$ cat src/psg_tne_pkg.sv
package psg_tne_pkg;

    localparam int PRESCALE      = 16;
    localparam int DAC_FRAC_BITS = 12;
    localparam int PRESC_W       = (PRESCALE > 1) ? $clog2(PRESCALE) : 1;
    localparam int DAC_SHIFT     = 24 - DAC_FRAC_BITS;
    localparam int MIX_W         = 18;

    typedef enum logic [1:0] {
        MODE_SELECT = 2'd0,
        MODE_WRITE  = 2'd1,
        MODE_TICK   = 2'd2
    } t_mode;

    typedef enum logic [3:0] {
        REG_TONE_A_LO = 4'd0,
        REG_TONE_A_HI = 4'd1,
        REG_TONE_B_LO = 4'd2,
        REG_TONE_B_HI = 4'd3,
        REG_TONE_C_LO = 4'd4,
        REG_TONE_C_HI = 4'd5,
        REG_NOISE     = 4'd6,
        REG_MIXER     = 4'd7,
        REG_VOL_A     = 4'd8,
        REG_VOL_B     = 4'd9,
        REG_VOL_C     = 4'd10,
        REG_ENV_LO    = 4'd11,
        REG_ENV_HI    = 4'd12,
        REG_ENV_SHAPE = 4'd13,
        REG_SPARE_0   = 4'd14,
        REG_SPARE_1   = 4'd15
    } t_reg;

    // Envelope shape bits
    localparam int SHAPE_HOLD      = 0;
    localparam int SHAPE_ALTERNATE = 1;
    localparam int SHAPE_ATTACK    = 2;
    localparam int SHAPE_CONTINUE  = 3;

    typedef struct packed {
        logic [2:0]      tone_out;
        logic [5:0]      enables;     // 1 = source enabled
        logic [2:0][3:0] volume;
        logic [2:0]      use_env;
        logic            noise_bit;
        logic [4:0]      env_level;
    } t_mix_in;

    // DAC curve in Q24: 15 * 2^((l-31)/4), with level 0 mapped to 0
    localparam logic [27:0] DAC_Q24 [32] = '{
        28'd0,         28'd1390229,   28'd1653270,   28'd1966080,
        28'd2338076,   28'd2780457,   28'd3306539,   28'd3932160,
        28'd4676153,   28'd5560914,   28'd6613079,   28'd7864320,
        28'd9352305,   28'd11121828,  28'd13226157,  28'd15728640,
        28'd18704611,  28'd22243656,  28'd26452314,  28'd31457280,
        28'd37409221,  28'd44487312,  28'd52904628,  28'd62914560,
        28'd74818442,  28'd88974624,  28'd105809256, 28'd125829120,
        28'd149636885, 28'd177949248, 28'd211618512, 28'd251658240
    };

    function automatic logic [MIX_W-1:0] dac_value(input logic [4:0] level);
        logic [28:0] rounded;
        rounded = {1'b0, DAC_Q24[level]} + (29'd1 << (DAC_SHIFT - 1));
        dac_value = MIX_W'(rounded >> DAC_SHIFT);
    endfunction

endpackage

$ cat src/psg_tne_mix.sv
module psg_tne_mix
    import psg_tne_pkg::*;
(
    input  t_mix_in          i_mix,
    output logic [MIX_W-1:0] o_level
);

    logic [2:0][MIX_W-1:0] chan_val;

    always_comb begin
        logic [4:0] lvl;
        logic       mute;
        for (int ch = 0; ch < 3; ch++) begin
            // disabled source counts as high
            mute = (i_mix.enables[ch] && !i_mix.tone_out[ch]) ||
                   (i_mix.enables[ch + 3] && !i_mix.noise_bit);
            if (i_mix.use_env[ch]) begin
                lvl = i_mix.env_level;
            end else if (i_mix.volume[ch] == 4'd0) begin
                lvl = 5'd0;
            end else begin
                lvl = {i_mix.volume[ch], 1'b1};
            end
            chan_val[ch] = mute ? '0 : dac_value(lvl);
        end
    end

    assign o_level = chan_val[0] + chan_val[1] + chan_val[2];

endmodule

$ cat src/psg_tone_noise_envelope.sv
// Three-channel tone, noise and envelope sound generator.
// Input channel (i_in_valid / o_in_ready): i_mode selects the action,
// i_data carries a register number (select), a data byte (write) or is
// ignored (one clock tick). Mode 3 changes nothing.
// Output channel (o_out_valid / i_out_ready): one o_mix_level per input
// transaction, in order, unsigned with 12 fraction bits.
// Between an input transaction and its result lie the input register, the state
// update and the result register. Throughput: one transaction per cycle unless the receiver stalls.
// The three stages advance together whenever the result register is empty
// or being taken, so a stalled receiver holds the whole pipeline and
// o_in_ready follows i_out_ready combinationally.
// The prescaler divides ticks by 16 before clocking tone, noise and envelope.
// Reset (i_rst_n low, synchronous) clears all sound state, empties the
// pipeline and loads the noise shifter with 1; no clearing pass is needed.
module psg_tone_noise_envelope
    import psg_tne_pkg::*;
(
    input  logic             i_clk,
    input  logic             i_rst_n,
    input  logic             i_in_valid,
    output logic             o_in_ready,
    input  logic [1:0]       i_mode,
    input  logic [7:0]       i_data,
    output logic             o_out_valid,
    input  logic             i_out_ready,
    output logic [MIX_W-1:0] o_mix_level
);

    logic             en;
    logic             r_in_valid, r_st_valid, r_out_valid;
    logic [1:0]       r_in_mode;
    logic [7:0]       r_in_data;
    logic [MIX_W-1:0] r_out_level;

    logic [3:0]       r_sel,        n_sel;
    logic [11:0]      r_tone_per [3], n_tone_per [3];
    logic [11:0]      r_tone_tmr [3], n_tone_tmr [3];
    logic [2:0]       r_tone_out,   n_tone_out;
    logic [5:0]       r_enables,    n_enables;
    logic [3:0]       r_volume [3], n_volume [3];
    logic [2:0]       r_use_env,    n_use_env;
    logic [4:0]       r_noise_per,  n_noise_per;
    logic [5:0]       r_noise_tmr,  n_noise_tmr;
    logic [16:0]      r_noise_sh,   n_noise_sh;
    logic [15:0]      r_env_per,    n_env_per;
    logic [15:0]      r_env_tmr,    n_env_tmr;
    logic [3:0]       r_env_shape,  n_env_shape;
    logic [4:0]       r_env_step,   n_env_step;
    logic [4:0]       r_env_level,  n_env_level;
    logic             r_env_rising, n_env_rising;
    logic             r_env_held,   n_env_held;
    logic [PRESC_W-1:0] r_presc,    n_presc;

    t_mix_in          mix_in;
    logic [MIX_W-1:0] mix_level;

    assign en          = !r_out_valid || i_out_ready;
    assign o_in_ready  = en;
    assign o_out_valid = r_out_valid;
    assign o_mix_level = r_out_level;

    always_comb begin
        logic [11:0] per;
        logic [1:0]  ch;
        n_sel        = r_sel;
        n_tone_per   = r_tone_per;
        n_tone_tmr   = r_tone_tmr;
        n_tone_out   = r_tone_out;
        n_enables    = r_enables;
        n_volume     = r_volume;
        n_use_env    = r_use_env;
        n_noise_per  = r_noise_per;
        n_noise_tmr  = r_noise_tmr;
        n_noise_sh   = r_noise_sh;
        n_env_per    = r_env_per;
        n_env_tmr    = r_env_tmr;
        n_env_shape  = r_env_shape;
        n_env_step   = r_env_step;
        n_env_level  = r_env_level;
        n_env_rising = r_env_rising;
        n_env_held   = r_env_held;
        n_presc      = r_presc;
        per          = '0;
        ch           = r_sel[2:1];

        case (t_mode'(r_in_mode))
            MODE_SELECT: begin
                n_sel = r_in_data[3:0];
            end
            MODE_WRITE: begin
                case (t_reg'(r_sel))
                    REG_TONE_A_LO, REG_TONE_B_LO, REG_TONE_C_LO: begin
                        n_tone_per[ch] = {r_tone_per[ch][11:8], r_in_data};
                    end
                    REG_TONE_A_HI, REG_TONE_B_HI, REG_TONE_C_HI: begin
                        n_tone_per[ch] = {r_in_data[3:0], r_tone_per[ch][7:0]};
                    end
                    REG_NOISE: n_noise_per = r_in_data[4:0];
                    REG_MIXER: n_enables   = ~r_in_data[5:0];
                    REG_VOL_A: begin
                        n_volume[0]  = r_in_data[3:0];
                        n_use_env[0] = r_in_data[4];
                    end
                    REG_VOL_B: begin
                        n_volume[1]  = r_in_data[3:0];
                        n_use_env[1] = r_in_data[4];
                    end
                    REG_VOL_C: begin
                        n_volume[2]  = r_in_data[3:0];
                        n_use_env[2] = r_in_data[4];
                    end
                    REG_ENV_LO: n_env_per = {r_env_per[15:8], r_in_data};
                    REG_ENV_HI: n_env_per = {r_in_data, r_env_per[7:0]};
                    REG_ENV_SHAPE: begin
                        // restart the envelope
                        n_env_shape  = r_in_data[3:0];
                        n_env_step   = '0;
                        n_env_rising = r_in_data[SHAPE_ATTACK];
                        n_env_held   = 1'b0;
                        n_env_level  = r_in_data[SHAPE_ATTACK] ? 5'd0 : 5'd31;
                        n_env_tmr    = r_env_per;
                    end
                    default: ;
                endcase
            end
            MODE_TICK: begin
                if (r_presc != PRESC_W'(PRESCALE - 1)) begin
                    n_presc = r_presc + 1'b1;
                end else begin
                    n_presc = '0;
                    for (int c = 0; c < 3; c++) begin
                        if (r_tone_tmr[c] == 12'd0) begin
                            per           = (r_tone_per[c] == 12'd0) ? 12'd1 : r_tone_per[c];
                            n_tone_tmr[c] = per - 12'd1;
                            n_tone_out[c] = !r_tone_out[c];
                        end else begin
                            n_tone_tmr[c] = r_tone_tmr[c] - 12'd1;
                        end
                    end

                    if (r_noise_tmr == 6'd0) begin
                        n_noise_tmr = {r_noise_per, 1'b1};
                        n_noise_sh  = {r_noise_sh[0] ^ r_noise_sh[3], r_noise_sh[16:1]};
                    end else begin
                        n_noise_tmr = r_noise_tmr - 6'd1;
                    end

                    if (r_env_tmr != 16'd0) begin
                        n_env_tmr = r_env_tmr - 16'd1;
                    end else begin
                        n_env_tmr = r_env_per;
                        if (!r_env_held) begin
                            if (r_env_step != 5'd31) begin
                                n_env_step  = r_env_step + 5'd1;
                                n_env_level = r_env_rising ? n_env_step : ~n_env_step;
                            end else if (!r_env_shape[SHAPE_CONTINUE]) begin
                                n_env_held  = 1'b1;
                                n_env_level = 5'd0;
                            end else if (r_env_shape[SHAPE_HOLD]) begin
                                // hold at the end level, flipped by alternate
                                n_env_held  = 1'b1;
                                n_env_level = (r_env_shape[SHAPE_ALTERNATE] ^ r_env_rising)
                                              ? 5'd31 : 5'd0;
                            end else begin
                                n_env_rising = r_env_rising ^ r_env_shape[SHAPE_ALTERNATE];
                                n_env_step   = 5'd0;
                                n_env_level  = n_env_rising ? 5'd0 : 5'd31;
                            end
                        end
                    end
                end
            end
            default: ;
        endcase
    end

    always_ff @(posedge i_clk) begin
        if (!i_rst_n) begin
            r_in_valid   <= 1'b0;
            r_st_valid   <= 1'b0;
            r_out_valid  <= 1'b0;
            r_sel        <= '0;
            r_tone_out   <= '0;
            r_enables    <= '0;
            r_use_env    <= '0;
            r_noise_per  <= '0;
            r_noise_tmr  <= '0;
            r_noise_sh   <= 17'd1;
            r_env_per    <= '0;
            r_env_tmr    <= '0;
            r_env_shape  <= '0;
            r_env_step   <= '0;
            r_env_level  <= '0;
            r_env_rising <= 1'b0;
            r_env_held   <= 1'b0;
            r_presc      <= '0;
            for (int c = 0; c < 3; c++) begin
                r_tone_per[c] <= '0;
                r_tone_tmr[c] <= '0;
                r_volume[c]   <= '0;
            end
        end else if (en) begin
            r_in_valid  <= i_in_valid;
            r_st_valid  <= r_in_valid;
            r_out_valid <= r_st_valid;
            if (r_in_valid) begin
                r_sel        <= n_sel;
                r_tone_per   <= n_tone_per;
                r_tone_tmr   <= n_tone_tmr;
                r_tone_out   <= n_tone_out;
                r_enables    <= n_enables;
                r_volume     <= n_volume;
                r_use_env    <= n_use_env;
                r_noise_per  <= n_noise_per;
                r_noise_tmr  <= n_noise_tmr;
                r_noise_sh   <= n_noise_sh;
                r_env_per    <= n_env_per;
                r_env_tmr    <= n_env_tmr;
                r_env_shape  <= n_env_shape;
                r_env_step   <= n_env_step;
                r_env_level  <= n_env_level;
                r_env_rising <= n_env_rising;
                r_env_held   <= n_env_held;
                r_presc      <= n_presc;
            end
        end
    end

    // payload registers: no reset
    always_ff @(posedge i_clk) begin
        if (en) begin
            r_in_mode   <= i_mode;
            r_in_data   <= i_data;
            r_out_level <= mix_level;
        end
    end

    always_comb begin
        mix_in.tone_out  = r_tone_out;
        mix_in.enables   = r_enables;
        mix_in.use_env   = r_use_env;
        mix_in.noise_bit = r_noise_sh[0];
        mix_in.env_level = r_env_level;
        for (int c = 0; c < 3; c++) begin
            mix_in.volume[c] = r_volume[c];
        end
    end

    psg_tne_mix u_mix (
        .i_mix   (mix_in),
        .o_level (mix_level)
    );

endmodule

$ cat config.mk
export PLATFORM = sky130hd
export DESIGN_NAME = psg_tone_noise_envelope
export DESIGN_NICKNAME = d
export VERILOG_FILES = /design/src/psg_tne_pkg.sv /design/src/psg_tne_mix.sv /design/src/psg_tone_noise_envelope.sv
export SDC_FILE = /design/constraint.sdc
export NUM_CORES = 1
export LEC_CHECK = 0
export ABC_AREA = 1
export BUFFER_PORTS_ARGS = -buffer_cell sky130_fd_sc_hd__buf_2
export CAP_MARGIN = 20
export CORE_MARGIN = 2
export CORE_UTILIZATION = 45
export CTS_CLUSTER_DIAMETER = 40
export DETAILED_ROUTE_END_ITERATION = 8
export HOLD_SLACK_MARGIN = 0.05
export PLACE_DENSITY_LB_ADDON = 0.05
export SYNTH_ARGS = -nofsm -noshare
export SYNTH_HDL_FRONTEND = slang
export SYNTH_SLANG_ARGS = --single-unit
export TNS_END_PERCENT = 20
$ cat constraint.sdc
create_clock -name i_clk -period 4.9 [get_ports i_clk]
set_input_delay 0.245 -clock i_clk [delete_from_list [all_inputs] [get_ports i_clk]]
set_output_delay 0.245 -clock i_clk [all_outputs]
set_load 0.01 [all_outputs]
==> results.json <==
{
  "final_nets": 2153,
  "synth_ff_type": "dfxtp_1",
  "drive_gt1_frac": 0.0998,
  "power_leakage_nw": 7.01,
  "use_met3": 0.0349,
  "start_util": 0.457,
  "grt_pass1_wl_um": 62700,
  "diodes": 0,
  "io_pins": 34,
  "cap_viol_max_count": 0,
  "rsz0062_at_grt": "no",
  "switching_share": 0.244,
  "syn_area_mm2": 0.0135,
  "core.rowCount": 63,
  "track_usage": 0.244,
  "hold_viol_final": 0,
  "grtUsageMet2": 0.394,
  "cts_root_buffer": "clkbuf_16",
  "pwr_density_cell_mw_per_mm2": 305,
  "synth_cells": 2023,
  "period_minus_slack_ns": 4.57,
  "cts.sinks": 210,
  "synth-seq-area-share": 0.331,
  "worstSetupEndpointType": "flop",
  "chipWidth_um": 177,
  "grt-busiest-layer": "met2",
  "wl_per_cell_um": 15.1,
  "maxSlewViolCount": 0,
  "async_flop_share": 0,
  "cts_tree": "yes",
  "gp_congestion": 0.891,
  "post-route-period-util": 0.932,
  "grt_max_degree": 96,
  "mostFrequentLayoutCell": "nand2_1",
  "critPathLaunchType": "flop",
  "fmax_mhz": 219,
  "drt_drc_violations_left": 0,
  "grt-ovfl-total": 0,
  "drtIter0Drc": 894,
  "num_vias": 13400,
  "antenna_found_initial": 0,
  "vias_per_cell": 5.33,
  "crit_arrival_ns": 4.84,
  "final_cell_mix": "nand2_1, inv_1, nand3_1",
  "core_area_mm2": 0.0296,
  "regToRegSetupSlack_ns": 0.33,
  "power_frac_comb": 0.048,
  "drtPass1Iterations": 5,
  "crit_path_max_fanout": 7,
  "fill_cells": 2975,
  "yosysWarningCount": 0,
  "synth-edff-count": 28,
  "clkSlewWorstSetupHoldPaths_ns": 0.05,
  "crit_type": "flop to flop",
  "ant_nets": 0,
  "p_sw_mw": 1.17,
  "die_y_um": 177,
  "status": "finished clean",
  "clock_skew_ns": 0.0141,
  "synth_cell_types": 57,
  "postSynthAreaPerCell_um2": 6.69,
  "ys_ff_latch": 210,
  "p_int_mw": 3.62,
  "relSlewSlack": 0.352,
  "slowest_stage": "fa_1",
  "drt-total-wl_um": 37900,
  "fin_setup_tns_ns": 0,
  "hold_path.class": "primary input to flop",
  "cts.path.max_buffers": 3,
  "p_seq_frac": 0.376,
  "h-tree-depth": 2,
  "dieArea_mm2": 0.0315,
  "holdWs_ns": 0.102,
  "worstMarginPinSlew_ns": 0.970,
  "grt_pass1_vias": 12300,
  "power.total_mw": 4.79,
  "cts-buffers-inserted": 39,
  "place_hpwl_um": 27300,
  "cp.required_ns": 5.17,
  "syn_to_final_growth_pct": 16.0,
  "vdd_drop_max_mv": 0.264,
  "slowest_delay_ns": 0.57,
  "setup_viol": 0,
  "worstSkewPairLatency_ns": 0.53,
  "power_frac_clock": 0.577,
  "crit_path_frequent_cell": "nand2_1",
  "grtUsageMet1": 0.347,
  "io_buffers": 33
}
[worst max-delay path: cells and delay by family (launching register included)]
kind / cells / cell delay (ns)
AO/OA/AOI/OAI: 3 / 0.38
XOR/XNOR: 1 / 0.08
adder cells (fa/ha/maj): 3 / 1.21
buffers and inverters: 6 / 0.62
flip-flops: 1 / 0.35
AND/OR/NAND/NOR: 15 / 1.66
[cells in the mapped netlist, types with 4 or more instances]
cell type,n,area share
buf_1,4,0.0011
o211ai_1,13,0.0072
nand3_1,245,0.091
edfxtp_1,28,0.062
o21ai_0,184,0.068
buf_4,6,0.0033
o21ai_1,5,0.0018
buf_6,4,0.0033
buf_2,16,0.0059
nor2_1,213,0.059
nor3_1,13,0.0048
o21bai_1,5,0.0028
inv_2,11,0.0030
fa_1,18,0.027
nor2_2,16,0.0074
clkbuf_1,40,0.011
nand2_2,8,0.0037
clkinv_1,5,0.0014
nor4_1,4,0.0018
nand4_1,32,0.015
nand2_1,410,0.11
nand3b_1,4,0.0022
a211oi_1,10,0.0055
a21oi_1,128,0.047
xnor2_1,10,0.0065
o22ai_1,14,0.0065
dfxtp_1,182,0.27
a31oi_1,37,0.017
ha_1,38,0.035
inv_1,254,0.070
xor2_1,27,0.017
[power groups by stage]
stage	Sequential [mW]	Combinational, mW	Clock, mW
2_1_floorplan	1.82	0.153	0
3_3_place_gp	1.83	0.216	0
3_5_place_dp	1.83	0.217	0
4_1_cts	1.80	0.226	2.81
5_1_grt	1.80	0.257	2.89
6_report	1.80	0.227	2.76
[metal layers]
layer	up-vias	routed length [um]	share of wire
met5	-	0	0
met4	0	575	0.015
met3	47	1750	0.046
met2	280	17000	0.45
met1	6170	18500	0.49
li1	6856	-	-
[stage by stage]
step	utilization	worst slack, ns	instances	area (um^2)
6_report	0.530	0.334	2504	15700
5_1_grt	0.530	0.0103	2504	15700
4_1_cts	0.527	0.0654	2500	15600
3_5_place_dp	0.477	0.0575	2415	14100
3_3_place_gp	0.477	0.186	2415	14100
2_1_floorplan	-	0.259	2025	13500
[cells by family (layout without fill, tap and decap cells)]
| logic type | after synthesis | count (layout) | synth area share |
|---|---|---|---|
| AOI/OAI and AO/OA | 421 | 421 | 0.175 |
| xor gates and xnor gates | 37 | 37 | 0.0239 |
| adders and majority gates | 56 | 56 | 0.0617 |
| buffers and inverters | 340 | 429 | 0.0996 |
| DFF | 210 | 210 | 0.331 |
| other | 1 | 3 | 0.000277 |
| and+or+nand+nor | 958 | 958 | 0.308 |
[flip-flops by register name, indices dropped and copies added, names as in the netlist, 8 cells and up]
name         count
mix_in          12
o_mix_level     18
r_noise_sh      17
r_in_data        8
r_env_tmr       16
r_env_per       16
r_tone_tmr      36
r_tone_per      36
[repair_timing]
item | CTS | global route
hold endpoints to repair | 13 | 0
hold buffers | 13 | 0
endpoints found under the setup margin | 0 | 10
resized for setup | 0 | 25
buffers inserted | 0 | 1
[final cells by class]
| type | count | area (um^2) | area share |
|---|---|---|---|
| clock inverter | 27 | 332 | 0.0211 |
| inverter | 270 | 1010 | 0.0645 |
| sequential | 210 | 4490 | 0.286 |
| tap | 390 | 488 | 0.0311 |
| multi-input combinational | 1475 | 7770 | 0.494 |
| clock buffer | 45 | 1020 | 0.0648 |
| timing repair buffer | 87 | 606 | 0.0385 |
[final timing paths]
kind | from | to | cells after the start
max | r_use_env[1] | o_mix_level[17] | 28
min | i_rst_n | r_tone_tmr[22] | 3
max reg2reg | r_use_env[1] | o_mix_level[17] | 28
min reg2reg | r_env_per[10] | r_env_per[10] | 2
Note: power is estimated with default switching activity, not from simulation.
